**config.mk**
```make
export PLATFORM = sky130hd
export DESIGN_NAME = sorted_periodic_timer_queue
export DESIGN_NICKNAME = d
export VERILOG_FILES = /design/src/design/sptq_pkg.sv /design/src/design/sptq_rec_ram.sv /design/src/design/sptq_mod_unit.sv /design/src/design/sorted_periodic_timer_queue.sv
export SDC_FILE = /design/constraint.sdc
export NUM_CORES = 2
export LEC_CHECK = 0
export ABC_AREA = 0
export BUFFER_PORTS_ARGS = -buffer_cell sky130_fd_sc_hd__buf_2
export CAP_MARGIN = 0
export CORE_ASPECT_RATIO = 0.5
export CORE_MARGIN = 2
export CORE_UTILIZATION = 55
export CTS_BUF_LIST = sky130_fd_sc_hd__clkbuf_4
export DETAILED_ROUTE_END_ITERATION = 16
export PLACE_DENSITY = 0.72
export RECOVER_POWER = 25
export SYNTH_ARGS = -nofsm -noshare
export SYNTH_HDL_FRONTEND = slang
export SYNTH_SLANG_ARGS = --single-unit
```
**constraint.sdc**
```tcl
create_clock -name clk -period 13.2 [get_ports clk]
set_clock_uncertainty 0.15 [all_clocks]
set_input_delay 3.3 -clock clk [delete_from_list [all_inputs] [get_ports clk]]
set_output_delay 3.3 -clock clk [all_outputs]
set_load 0.005 [all_outputs]
```
**src/design/sptq_pkg.sv**
```systemverilog
// ----------------------------------------------------------------------------
// sptq_pkg
// Shared types and constants for the sorted periodic timer queue.
// ----------------------------------------------------------------------------
`default_nettype none
package sptq_pkg;
  localparam int TIMER_SLOTS = 16;
  localparam int SLOT_W      = $clog2(TIMER_SLOTS);
  localparam int CNT_W       = $clog2(TIMER_SLOTS + 1);
  localparam int TIME_W      = 48;
  localparam int PER_W       = 31;
  localparam int DLY_W       = 31;
  localparam int HND_W       = 8;
  localparam int WAIT_W      = 27;
  localparam int DIV_CNT_W   = $clog2(TIME_W + 1);

  localparam logic [PER_W-1:0]  MIN_PERIOD = PER_W'(20);
  localparam logic [WAIT_W-1:0] WAIT_CAP   = WAIT_W'(24 * 3600 * 1000);
  localparam logic [TIME_W-1:0] TIME_MAX   = {TIME_W{1'b1}};

  localparam logic [1:0] CMD_ADD  = 2'd0;
  localparam logic [1:0] CMD_DEL  = 2'd1;
  localparam logic [1:0] CMD_DROP = 2'd2;
  localparam logic [1:0] CMD_FIRE = 2'd3;

  localparam logic [1:0] KIND_ADD    = 2'd0;
  localparam logic [1:0] KIND_EXPIRY = 2'd1;
  localparam logic [1:0] KIND_SUM    = 2'd2;
  localparam logic [1:0] KIND_DONE   = 2'd3;

  typedef struct packed {
    logic [TIME_W-1:0] deadline;
    logic [PER_W-1:0]  period;
    logic [HND_W-1:0]  owner;
  } rec_t;
endpackage
`default_nettype wire

```
**src/design/sptq_rec_ram.sv**
```systemverilog
// ----------------------------------------------------------------------------
// sptq_rec_ram
// Per-slot timer record memory, one write and one registered read port.
// ----------------------------------------------------------------------------
`default_nettype none
module sptq_rec_ram
  import sptq_pkg::*;
(
  input  wire logic              clk,
  input  wire logic              we,
  input  wire logic [SLOT_W-1:0] waddr,
  input  wire rec_t              wdata,
  input  wire logic              re,
  input  wire logic [SLOT_W-1:0] raddr,
  output rec_t                   rdata
);
  rec_t mem [TIMER_SLOTS];

  always_ff @(posedge clk) begin
    if (we) begin
      mem[waddr] <= wdata;
    end
    if (re) begin
      rdata <= mem[raddr];
    end
  end
endmodule
`default_nettype wire

```
**src/design/sptq_mod_unit.sv**
```systemverilog
// ----------------------------------------------------------------------------
// sptq_mod_unit
// Restoring remainder unit: one numerator bit per cycle.
// ----------------------------------------------------------------------------
`default_nettype none
module sptq_mod_unit
  import sptq_pkg::*;
(
  input  wire logic              clk,
  input  wire logic              rst_n,
  input  wire logic              go,
  input  wire logic [TIME_W-1:0] num,
  input  wire logic [PER_W-1:0]  den,
  output logic                   done,
  output logic [PER_W-1:0]       rem
);
  logic                 run_r, run_nxt;
  logic [DIV_CNT_W-1:0] cnt_r, cnt_nxt;
  logic [TIME_W-1:0]    num_r, num_nxt;
  logic [PER_W-1:0]     den_r, den_nxt;
  logic [PER_W-1:0]     rem_r, rem_nxt;
  logic                 done_r, done_nxt;
  logic [PER_W:0]       trial;

  always_comb begin
    run_nxt  = run_r;
    cnt_nxt  = cnt_r;
    num_nxt  = num_r;
    den_nxt  = den_r;
    rem_nxt  = rem_r;
    done_nxt = 1'b0;
    trial    = {rem_r, num_r[TIME_W-1]};
    if (go) begin
      run_nxt = 1'b1;
      cnt_nxt = '0;
      num_nxt = num;
      den_nxt = den;
      rem_nxt = '0;
    end else if (run_r) begin
      // shift one bit in, subtract when it fits
      if (trial >= {1'b0, den_r}) begin
        rem_nxt = PER_W'(trial - {1'b0, den_r});
      end else begin
        rem_nxt = PER_W'(trial);
      end
      num_nxt = num_r << 1;
      cnt_nxt = cnt_r + 1'b1;
      if (cnt_r == DIV_CNT_W'(TIME_W - 1)) begin
        run_nxt  = 1'b0;
        done_nxt = 1'b1;
      end
    end
  end

  always_ff @(posedge clk) begin
    if (!rst_n) begin
      run_r  <= 1'b0;
      done_r <= 1'b0;
      cnt_r  <= '0;
    end else begin
      run_r  <= run_nxt;
      done_r <= done_nxt;
      cnt_r  <= cnt_nxt;
    end
    num_r <= num_nxt;
    den_r <= den_nxt;
    rem_r <= rem_nxt;
  end

  assign done = done_r;
  assign rem  = rem_r;
endmodule
`default_nettype wire

```
**src/design/sorted_periodic_timer_queue.sv**
```systemverilog
// ----------------------------------------------------------------------------
// sorted_periodic_timer_queue
// Deadline-ordered table of one-shot and periodic timers.
// ----------------------------------------------------------------------------
// Issue a command by raising start while busy is low. Each result beat is
// shown for exactly one cycle with out_valid high and cannot be held off;
// out_last marks the final beat of a command. Delete completes straight from
// idle. Add walks the ordered list past every live timer ahead of the new
// one. Drop walks every live timer. Fire first counts due timers, reading up
// to the first timer not yet due, then per due timer pops it and, for a
// periodic timer, runs the bit-serial remainder unit and a list walk to
// reinsert it, then reads the head for the summary. The record memory's
// single read port sets the walk speed.
// ----------------------------------------------------------------------------
`default_nettype none
module sorted_periodic_timer_queue
  import sptq_pkg::*;
(
  input  wire logic              clk,
  input  wire logic              rst_n,
  input  wire logic              start,
  output logic                   busy,
  input  wire logic [1:0]        in_cmd,
  input  wire logic [TIME_W-1:0] in_now_ms,
  input  wire logic [HND_W-1:0]  in_handler_id,
  input  wire logic [DLY_W-1:0]  in_delay_ms,
  input  wire logic [PER_W-1:0]  in_period_ms,
  input  wire logic [3:0]        in_slot,
  output logic                   out_valid,
  output logic [1:0]             out_kind,
  output logic [7:0]             out_handler_out,
  output logic [3:0]             out_slot_out,
  output logic                   out_status,
  output logic [WAIT_W-1:0]      out_wait_ms,
  output logic                   out_last
);
  typedef enum logic [11:0] {
    S_IDLE     = 12'b000000000001,
    S_DUE_RD   = 12'b000000000010,
    S_DUE_CMP  = 12'b000000000100,
    S_POP_CHK  = 12'b000000001000,
    S_POP_EMIT = 12'b000000010000,
    S_DIV      = 12'b000000100000,
    S_INS_RD   = 12'b000001000000,
    S_INS_CMP  = 12'b000010000000,
    S_SUM_RD   = 12'b000100000000,
    S_SUM_EMIT = 12'b001000000000,
    S_DROP_RD  = 12'b010000000000,
    S_DROP_CMP = 12'b100000000000
  } state_t;

  state_t              state_r, state_nxt;
  logic [SLOT_W-1:0]   order_r [TIMER_SLOTS];
  logic [SLOT_W-1:0]   order_nxt [TIMER_SLOTS];
  logic [CNT_W-1:0]    live_r, live_nxt;
  logic [CNT_W-1:0]    idx_r, idx_nxt;
  logic [CNT_W-1:0]    due_r, due_nxt;
  logic [1:0]          cmd_r, cmd_nxt;
  logic [TIME_W-1:0]   now_r, now_nxt;
  logic [HND_W-1:0]    hnd_r, hnd_nxt;
  logic [SLOT_W-1:0]   slot_r, slot_nxt;
  logic [TIME_W-1:0]   ins_d_r, ins_d_nxt;
  logic [PER_W-1:0]    per_r, per_nxt;
  logic [HND_W-1:0]    own_r, own_nxt;

  // output beat register
  logic                out_valid_r, out_valid_nxt;
  logic [1:0]          kind_r, kind_nxt;
  logic [HND_W-1:0]    ohnd_r, ohnd_nxt;
  logic [SLOT_W-1:0]   oslot_r, oslot_nxt;
  logic                status_r, status_nxt;
  logic [WAIT_W-1:0]   wait_r, wait_nxt;
  logic                last_r, last_nxt;

  // list edit requests
  logic                do_remove, do_insert;
  logic [CNT_W-1:0]    rm_pos, ins_pos;
  logic [SLOT_W-1:0]   ins_val;

  // memory and remainder unit ports
  logic                we, re;
  logic [SLOT_W-1:0]   waddr, raddr;
  rec_t                wdata, rdata;
  logic                div_go, div_done;
  logic [TIME_W-1:0]   div_num;
  logic [PER_W-1:0]    div_den;
  logic [PER_W-1:0]    div_rem;

  // add and delete helpers
  logic [TIMER_SLOTS-1:0] used;
  logic [SLOT_W-1:0]      free_slot;
  logic [TIME_W:0]        add_sum;
  logic [PER_W-1:0]       add_per;
  logic                   del_hit;
  logic [CNT_W-1:0]       del_pos;
  logic [TIME_W:0]        resched;
  logic [TIME_W-1:0]      diff;

  sptq_rec_ram u_ram (
    .clk   (clk),
    .we    (we),
    .waddr (waddr),
    .wdata (wdata),
    .re    (re),
    .raddr (raddr),
    .rdata (rdata)
  );

  sptq_mod_unit u_mod (
    .clk   (clk),
    .rst_n (rst_n),
    .go    (div_go),
    .num   (div_num),
    .den   (div_den),
    .done  (div_done),
    .rem   (div_rem)
  );

  // Occupied slots and the lowest free one.
  always_comb begin
    used = '0;
    for (int i = 0; i < TIMER_SLOTS; i++) begin
      if (CNT_W'(i) < live_r) begin
        used[order_r[i]] = 1'b1;
      end
    end
    free_slot = '0;
    for (int i = TIMER_SLOTS - 1; i >= 0; i--) begin
      if (!used[i]) begin
        free_slot = SLOT_W'(i);
      end
    end
  end

  // Position of the slot to delete among the live entries.
  always_comb begin
    del_hit = 1'b0;
    del_pos = '0;
    for (int i = TIMER_SLOTS - 1; i >= 0; i--) begin
      if (CNT_W'(i) < live_r && {{(CNT_W-SLOT_W){1'b0}}, order_r[i]} ==
          CNT_W'(in_slot)) begin
        del_hit = 1'b1;
        del_pos = CNT_W'(i);
      end
    end
  end

  assign add_sum = {1'b0, in_now_ms} + (TIME_W + 1)'(in_delay_ms);
  assign add_per = (in_period_ms != '0 && in_period_ms < MIN_PERIOD) ?
                   MIN_PERIOD : in_period_ms;
  // now - ((now - d) mod p) + p is the first deadline past now
  assign resched = {1'b0, now_r} - (TIME_W + 1)'(div_rem) + (TIME_W + 1)'(per_r);
  assign diff    = (rdata.deadline > now_r) ? rdata.deadline - now_r : '0;

  // Order list editing: remove shifts the tail up, insert shifts it down.
  always_comb begin
    for (int i = 0; i < TIMER_SLOTS; i++) begin
      order_nxt[i] = order_r[i];
      if (do_remove && CNT_W'(i) >= rm_pos && i < TIMER_SLOTS - 1) begin
        order_nxt[i] = order_r[i + 1];
      end
      if (do_insert) begin
        if (CNT_W'(i) == ins_pos) begin
          order_nxt[i] = ins_val;
        end else if (CNT_W'(i) > ins_pos && i > 0) begin
          order_nxt[i] = order_r[i - 1];
        end
      end
    end
  end

  always_comb begin
    state_nxt     = state_r;
    live_nxt      = live_r;
    idx_nxt       = idx_r;
    due_nxt       = due_r;
    cmd_nxt       = cmd_r;
    now_nxt       = now_r;
    hnd_nxt       = hnd_r;
    slot_nxt      = slot_r;
    ins_d_nxt     = ins_d_r;
    per_nxt       = per_r;
    own_nxt       = own_r;
    out_valid_nxt = 1'b0;
    kind_nxt      = kind_r;
    ohnd_nxt      = '0;
    oslot_nxt     = '0;
    status_nxt    = 1'b0;
    wait_nxt      = '0;
    last_nxt      = 1'b1;
    do_remove     = 1'b0;
    do_insert     = 1'b0;
    rm_pos        = '0;
    ins_pos       = idx_r;
    ins_val       = slot_r;
    we            = 1'b0;
    waddr         = slot_r;
    wdata         = '{deadline: ins_d_r, period: per_r, owner: own_r};
    re            = 1'b0;
    raddr         = order_r[idx_r[SLOT_W-1:0]];
    div_go        = 1'b0;
    div_num       = now_r - rdata.deadline;
    div_den       = rdata.period;

    unique case (state_r)
      S_IDLE: begin
        if (start) begin
          cmd_nxt = in_cmd;
          now_nxt = in_now_ms;
          hnd_nxt = in_handler_id;
          idx_nxt = '0;
          unique case (in_cmd)
            CMD_ADD: begin
              if (live_r >= CNT_W'(TIMER_SLOTS)) begin
                // table full: report and change nothing
                out_valid_nxt = 1'b1;
                kind_nxt      = KIND_ADD;
                status_nxt    = 1'b1;
              end else begin
                slot_nxt  = free_slot;
                per_nxt   = add_per;
                own_nxt   = in_handler_id;
                ins_d_nxt = add_sum[TIME_W] ? TIME_MAX : add_sum[TIME_W-1:0];
                we        = 1'b1;
                waddr     = free_slot;
                wdata     = '{deadline: ins_d_nxt, period: add_per,
                              owner: in_handler_id};
                state_nxt = S_INS_RD;
              end
            end
            CMD_DEL: begin
              if (del_hit) begin
                do_remove = 1'b1;
                rm_pos    = del_pos;
                live_nxt  = live_r - 1'b1;
              end
              out_valid_nxt = 1'b1;
              kind_nxt      = KIND_DONE;
            end
            CMD_DROP: state_nxt = S_DROP_RD;
            CMD_FIRE: state_nxt = S_DUE_RD;
            default: state_nxt = S_IDLE;
          endcase
        end
      end

      // count the timers due at now
      S_DUE_RD: begin
        if (idx_r == live_r) begin
          due_nxt   = idx_r;
          state_nxt = S_POP_CHK;
        end else begin
          re        = 1'b1;
          state_nxt = S_DUE_CMP;
        end
      end
      S_DUE_CMP: begin
        if (rdata.deadline <= now_r) begin
          idx_nxt   = idx_r + 1'b1;
          state_nxt = S_DUE_RD;
        end else begin
          due_nxt   = idx_r;
          state_nxt = S_POP_CHK;
        end
      end

      // pop the head, read its record
      S_POP_CHK: begin
        if (due_r == '0) begin
          state_nxt = S_SUM_RD;
        end else begin
          re        = 1'b1;
          raddr     = order_r[0];
          slot_nxt  = order_r[0];
          do_remove = 1'b1;
          rm_pos    = '0;
          live_nxt  = live_r - 1'b1;
          due_nxt   = due_r - 1'b1;
          state_nxt = S_POP_EMIT;
        end
      end
      S_POP_EMIT: begin
        out_valid_nxt = 1'b1;
        kind_nxt      = KIND_EXPIRY;
        ohnd_nxt      = rdata.owner;
        oslot_nxt     = slot_r;
        last_nxt      = 1'b0;
        per_nxt       = rdata.period;
        own_nxt       = rdata.owner;
        if (rdata.period != '0) begin
          div_go    = 1'b1;
          state_nxt = S_DIV;
        end else begin
          state_nxt = S_POP_CHK;
        end
      end
      S_DIV: begin
        if (div_done) begin
          ins_d_nxt = resched[TIME_W] ? TIME_MAX : resched[TIME_W-1:0];
          we        = 1'b1;
          wdata     = '{deadline: ins_d_nxt, period: per_r, owner: own_r};
          idx_nxt   = '0;
          state_nxt = S_INS_RD;
        end
      end

      // walk past every entry with deadline <= the new one, then insert
      S_INS_RD: begin
        if (idx_r == live_r) begin
          do_insert = 1'b1;
          live_nxt  = live_r + 1'b1;
          if (cmd_r == CMD_ADD) begin
            out_valid_nxt = 1'b1;
            kind_nxt      = KIND_ADD;
            oslot_nxt     = slot_r;
            state_nxt     = S_IDLE;
          end else begin
            state_nxt = S_POP_CHK;
          end
        end else begin
          re        = 1'b1;
          state_nxt = S_INS_CMP;
        end
      end
      S_INS_CMP: begin
        if (rdata.deadline <= ins_d_r) begin
          idx_nxt   = idx_r + 1'b1;
          state_nxt = S_INS_RD;
        end else begin
          do_insert = 1'b1;
          live_nxt  = live_r + 1'b1;
          if (cmd_r == CMD_ADD) begin
            out_valid_nxt = 1'b1;
            kind_nxt      = KIND_ADD;
            oslot_nxt     = slot_r;
            state_nxt     = S_IDLE;
          end else begin
            state_nxt = S_POP_CHK;
          end
        end
      end

      S_SUM_RD: begin
        if (live_r == '0) begin
          out_valid_nxt = 1'b1;
          kind_nxt      = KIND_SUM;
          wait_nxt      = WAIT_CAP;
          state_nxt     = S_IDLE;
        end else begin
          re        = 1'b1;
          raddr     = order_r[0];
          state_nxt = S_SUM_EMIT;
        end
      end
      S_SUM_EMIT: begin
        out_valid_nxt = 1'b1;
        kind_nxt      = KIND_SUM;
        wait_nxt      = (diff < TIME_W'(WAIT_CAP)) ? WAIT_W'(diff) : WAIT_CAP;
        state_nxt     = S_IDLE;
      end

      // drop every timer owned by the handler
      S_DROP_RD: begin
        if (idx_r == live_r) begin
          out_valid_nxt = 1'b1;
          kind_nxt      = KIND_DONE;
          state_nxt     = S_IDLE;
        end else begin
          re        = 1'b1;
          state_nxt = S_DROP_CMP;
        end
      end
      S_DROP_CMP: begin
        if (rdata.owner == hnd_r) begin
          do_remove = 1'b1;
          rm_pos    = idx_r;
          live_nxt  = live_r - 1'b1;
        end else begin
          idx_nxt = idx_r + 1'b1;
        end
        state_nxt = S_DROP_RD;
      end

      default: state_nxt = S_IDLE;
    endcase
  end

  always_ff @(posedge clk) begin
    if (!rst_n) begin
      state_r     <= S_IDLE;
      live_r      <= '0;
      out_valid_r <= 1'b0;
    end else begin
      state_r     <= state_nxt;
      live_r      <= live_nxt;
      out_valid_r <= out_valid_nxt;
    end
    for (int i = 0; i < TIMER_SLOTS; i++) begin
      order_r[i] <= order_nxt[i];
    end
    idx_r    <= idx_nxt;
    due_r    <= due_nxt;
    cmd_r    <= cmd_nxt;
    now_r    <= now_nxt;
    hnd_r    <= hnd_nxt;
    slot_r   <= slot_nxt;
    ins_d_r  <= ins_d_nxt;
    per_r    <= per_nxt;
    own_r    <= own_nxt;
    kind_r   <= kind_nxt;
    ohnd_r   <= ohnd_nxt;
    oslot_r  <= oslot_nxt;
    status_r <= status_nxt;
    wait_r   <= wait_nxt;
    last_r   <= last_nxt;
  end

  assign busy            = (state_r != S_IDLE);
  assign out_valid       = out_valid_r;
  assign out_kind        = kind_r;
  assign out_handler_out = ohnd_r;
  assign out_slot_out    = 4'(oslot_r);
  assign out_status      = status_r;
  assign out_wait_ms     = wait_r;
  assign out_last        = last_r;
endmodule
`default_nettype wire

```
# ---- Word-level counts from Yosys, hierarchy flattened
# Memory sizes are Yosys's and may differ from the RTL's. A register that Yosys moved wholly into a read port is not among the register bits.
# Index checks and enable logic that the tools add are counted.
dict set report word_totals {
  regBits 338
  mem_bits_rw 1456
  output_inout_bits 45
  word_cells 567
  memories 2
}
# memory depth width read_ports rd_clocked_by_memory_dff wr line_no
set mem_list {}
lappend mem_list {u_ram.mem 16 87 1 1 1 sptq_rec_ram.sv:17} ;# rec_t mem [TIMER_SLOTS];
lappend mem_list {order_r 16 4 17 1 16 sorted_periodic_timer_queue.sv:53} ;# logic [SLOT_W-1:0] order_r [TIMER_SLOTS];
dict set report op_classes {
  add_sub_neg 11
  magnitude_cmp 85
  n_eq_ne 71
  n_mux 280
  bitwise_logic 17
  reduce_logical 77
}
# op n
set ops {}
lappend ops {{two-way mux 48 bit} 9}
lappend ops {{two-way mux 4 bit} 100}
lappend ops {{two-way mux 87 bit} 4}
lappend ops {{two-way mux 16 bit} 16}
lappend ops {{OR 16 bit} 15}
lappend ops {{case mux 87 bit (2 select lines)} 1}
lappend ops {{two-way mux 31 bit} 5}
lappend ops {{two-way mux 5 bit} 27}
lappend ops {{case mux 12 bit (11 select lines)} 1}
lappend ops {{less-or-equal comparator 48 bit} 2}
lappend ops {{case mux 48 bit (2 select lines)} 1}
lappend ops {{subtractor 48 bit} 2}
lappend ops {{less-than comparator 4 x 5 -> 1 bit, second input constant} 16}
lappend ops {{two-way mux 12 bit} 6}
lappend ops {{demux 1 bit (select 4 bit)} 16}
lappend ops {{== test 4 bit} 16}
lappend ops {{greater-or-equal comparator 4 x 1 -> 1 bit, second input constant} 16}
lappend ops {{case mux 31 bit (2 select lines)} 1}
lappend ops {{nonzero test 31 bit} 2}
lappend ops {{two-way mux 1 bit} 60}
lappend ops {{two-way mux 27 bit} 2}
lappend ops {{case mux 27 bit (2 select lines)} 1}
lappend ops {{case mux 5 bit (5 select lines)} 2}
lappend ops {{adder 48 x 31 -> 49 bit} 1}
lappend ops {{other kinds (82)} 219}

# ---- Logic depth before layout (Yosys ltp)
# An unclocked memory read counts as a cell.
dict set report depth {
  ltp_word 56
  depth_mapped 18
  mapped_depth_nobuf 17
}

# ---- Cells and area by module
# Synthesis repeated with hierarchy kept, for this count alone.
dict set report unflattened {
  cells_unflattened 6951
  area_unflattened_um2 92880.3
}
# mod instances cells_per_inst area_each_um2 seq_area_each_um2
set by_module_without_submodules {}
lappend by_module_without_submodules {sptq_rec_ram 1 2232 54646.2 44412.6}
lappend by_module_without_submodules {sorted_periodic_timer_queue 1 4107 31680.4 7417.1}
lappend by_module_without_submodules {sptq_mod_unit 1 612 6553.8 3153.0}

# ---- Worst setup path before layout
# OpenSTA, ideal clock, no wires.
dict set report synth_path {
  kind {input-to-reg}
  startpoint {input port in_cmd[1]}
  endpoint {memory u_ram.mem[5][0] (netlist bit), enable pin}
  arrival_time_ns 11.611
  t_required_ns 12.394
  path_slack_ns 0.783
  cell_stages 9
  path_buffers 1
  cell_sequence {clkbuf_1 -> nor3_1 -> and2_1 -> o31ai_1 -> nor4_1 -> nand3_1 -> a22o_1 -> or2_1 -> nor3b_1}
}
dict set report synth_between {
  elab_chain_len 6
}
# item line_no
set synth_lines {}
lappend synth_lines {{start, declared} sorted_periodic_timer_queue.sv:23} ;# input wire logic [1:0] in_cmd,
lappend synth_lines {{logical NOT 2 bit *} sorted_periodic_timer_queue.sv:212} ;# unique case (in_cmd)
lappend synth_lines {{two-way mux 1 bit} sorted_periodic_timer_queue.sv:212}
lappend synth_lines {{two-way mux 1 bit} sorted_periodic_timer_queue.sv:207} ;# if (start) begin
lappend synth_lines {{case mux 1 bit (2 select lines)} sorted_periodic_timer_queue.sv:205} ;# unique case (state_r)
lappend synth_lines {{two-way mux 1 bit} sptq_rec_ram.sv:20} ;# if (we) begin
lappend synth_lines {{two-way mux 1 bit (implied by the code)} sptq_rec_ram.sv:21} ;# mem[waddr] <= wdata;
lappend synth_lines {{end, declared} sptq_rec_ram.sv:17}
# Every way passes the cells marked *; elsewhere a longest branch is shown, timed or not.

==> run metrics <==
Hold Crit Start=u_mod.num_r[17]; GRT Resource Usage Total=0.339; Area contributors post-synth=edfxtp_1, mux2i_1, ha_1; nets@finish=8,653; Hold Path End=u_mod.num_r[18]; vias in the first global route=65,000; first-pass GRT wire length=439,000 µm; First DRT Iteration DRCs=10,100; Gate Count Post-Synth=7,947; fin. max-slew vios=705; Synth Register Bits=1,885; Pwr Density=246 nW/µm²; most common cell after layout, fill and taps aside=edfxtp_1; core box area=171,000 µm²; register area share after synthesis=0.578; clock latency at the later pin of the worst-skew pair=1220 ps; Final TNS setup=0 ps; drt wl/cell=28.2 µm; failing checks=capacitance limit, slew limit; leading area contributor after synthesis=edfxtp_1; initial antenna violation count=20; Max-slew headroom=-1.45; grt total ovfl=0; commonest non-fill, non-tap cells in the layout=edfxtp_1, nand2_1, clkbuf_4; Peak Freq=0.105 GHz; critical-path cell list=clkbuf_1, nor3_1, clkbuf_1, nand2_1, nor2_1, clkbuf_1, nand2_1, o21ai_0, clkbuf_1; hold_ws=303 ps; FF-to-FF setup slack=3820 ps; CTS Root Buffer Type=clkbuf_4; area delta synth->final=8.65%; Syn Area/Cell=12.0 µm²; share of layout cells above drive strength 1=0.131; Worst Setup End Kind=register; r2r startpoint=live_r[4]; Inst Count DP=10,100; Most used DFF post-synth=edfxtp_1; Pleak=0.0374 µW; Tcrit/Tclk final=0.720; Worst R2R End=u_ram.rdata[12]; antenna-violating nets left=0; vias post-DR=70,100; Clock Tree Buf Depth=4; Layout fillers=13,700; Ports=172; RSZ-0062 raised after global routing=no; DR pass1 iterations=6; Initial Util=0.556; outcome=complete, but fails checks; crit start category=input pin; Worst Path Arrival=10,130 ps; Crit path required time=13,820 ps; Remaining DRCs=0; Die Wd=592 µm; largest net degree at the start of global routing=175; crit path max fanout=59; Slew @ Worst Pin=3680 ps; Die Area=177,000 µm²; most used cell, CP=clkbuf_1; Final setup viols=0; hold crit path type=register to register; post-synthesis cell type count=116; Layout Cells excl Fill=10,800; Multi-input gate area=36,900 µm²; Peak VDD IR=0.282 mV; Post-CTS Resized=0; # H-tree levels=5; postcts setup bufs=0; Synthesis Warnings=0; Crit Path Class=input pin to register; Rows=107; max cap viols=20; dpl hpwl=208,000 µm; Synth top area share=0.544; Max stage delay on crit path=2340 ps; die height=298 µm; hold path cells=2; register area=55,000 µm²; Hold Fails Final Rpt=0; TritonCTS clock tree=yes; Net Count, Synth=8,372; Vias/cell=6.48; Tmin final=9500 ps; CTS buffer count=411; Post-synth EDFFs=1,723; CTS sink cnt=1,885; path depth of the worst reg2reg path=7; cts hold-fix bufs=0; CP max-delay cell=clkbuf_1; Placer Congestion=1.08; Clk pin slew, worst setup/hold paths=90 ps; asr flop ratio synth=0; post-synthesis cell area=95,100 µm²; Post-Route WL=305,000 µm; Port Buffers=171
[cells by family after synthesis]
logic type | after synthesis | synth area share
AOI/OAI and AO/OA | 1939 | 0.136
xor gates and xnor gates | 256 | 0.0236
adders and majority gates | 298 | 0.0420
buffers and inverters | 856 | 0.0363
DFF | 1885 | 0.578
muxes | 578 | 0.0752
and+or+nand+nor | 2135 | 0.109
[state kept, by name (all words and copies together) (netlist names), 2 cells and up, named ones only]
register,flops
u_ram.mem,1392
due_r,5
out_slot_out,4
per_r,31
u_ram.rdata,87
u_mod.rem,31
state_r,12
ins_val,4
u_mod.cnt_r,6
ins_d_r,48
out_wait_ms,27
hnd_r,8
own_r,8
now_r,48
u_mod.den_r,31
live_r,5
order_r,64
cmd_r,2
u_mod.num_r,48
out_handler_out,8
out_kind,2
idx_r,5
[cells in the mapped netlist, types with 39 or more instances]
cell	number
or3_1	39
nand2_1	824
mux2i_1	450
nand2b_1	76
a31oi_1	137
nor4_1	63
dfxtp_1	162
xnor2_1	168
mux4_2	107
a211oi_1	310
xor2_1	88
o22ai_1	53
clkbuf_1	337
nand3_1	80
nor2_1	405
o21ai_0	322
edfxtp_1	1723
and3_1	43
nor2b_1	43
a311oi_1	96
nor3_1	130
nand4_1	75
a22oi_1	71
o21a_1	43
inv_1	363
and2_1	211
ha_1	263
a21o_1	149
a21oi_1	434
buf_2	105
[through the flow]
stage	total power [µW]	util	cell area [µm²]	worst slack [ps]
after detailed placement	20600	0.576	98500	4750
after CTS	25100	0.606	104000	5910
after global placement	20600	0.576	98500	4830
final	25400	0.605	103000	3700
after global routing	26600	0.604	103000	3700
after floorplan	16400	-	95100	783
[worst max path at each step]
stage,startpoint,cells past startpoint,endpoint
after floorplan,in_cmd[1],9,u_ram.mem[5][0]
after global placement,in_now_ms[13],13,u_ram.mem[13][86]
after detailed placement,in_now_ms[13],13,u_ram.mem[14][86]
after CTS,live_r[4],14,u_ram.mem[8][55]
after global routing,live_r[4],7,u_ram.rdata[55]
final,in_cmd[1],9,u_ram.mem[2][35]
[layer usage]
| metal | share of wire | vias up | track usage |
|---|---|---|---|
| met5 | 0.00039 | - | 0 |
| met4 | 0.047 | 12 | 0.146 |
| met3 | 0.13 | 752 | 0.0958 |
| met2 | 0.42 | 4415 | 0.477 |
| met1 | 0.41 | 34100 | 0.490 |
| li1 | - | 30800 | - |
[worst max-delay path: cells and delay by family]
family | cells | cell delay [ps]
AOI/OAI and AO/OA | 1 | 190
buffers and inverters | 4 | 3860
and+or+nand+nor | 4 | 2630
[cell type report]
cell class / count / share of cell area
timing repair buffer: 355 / 0.0205
multi-input combinational: 5206 / 0.357
clock buffer: 607 / 0.0441
sequential: 1885 / 0.532
clock inverter: 97 / 0.00540
inverter: 369 / 0.0134
antenna: 12 / 0.000291
tap: 2289 / 0.0277
[power by group]
| group | internal (µW) | leakage (µW) | switching (µW) | total (µW) |
|---|---|---|---|---|
| Combinational | 4230 | 0.0174 | 8480 | 12700 |
| Sequential | 7630 | 0.0169 | 592 | 8230 |
| Clock | 2210 | 0.00306 | 2300 | 4510 |
No activity file was read; power rests on OpenSTA's default activity.
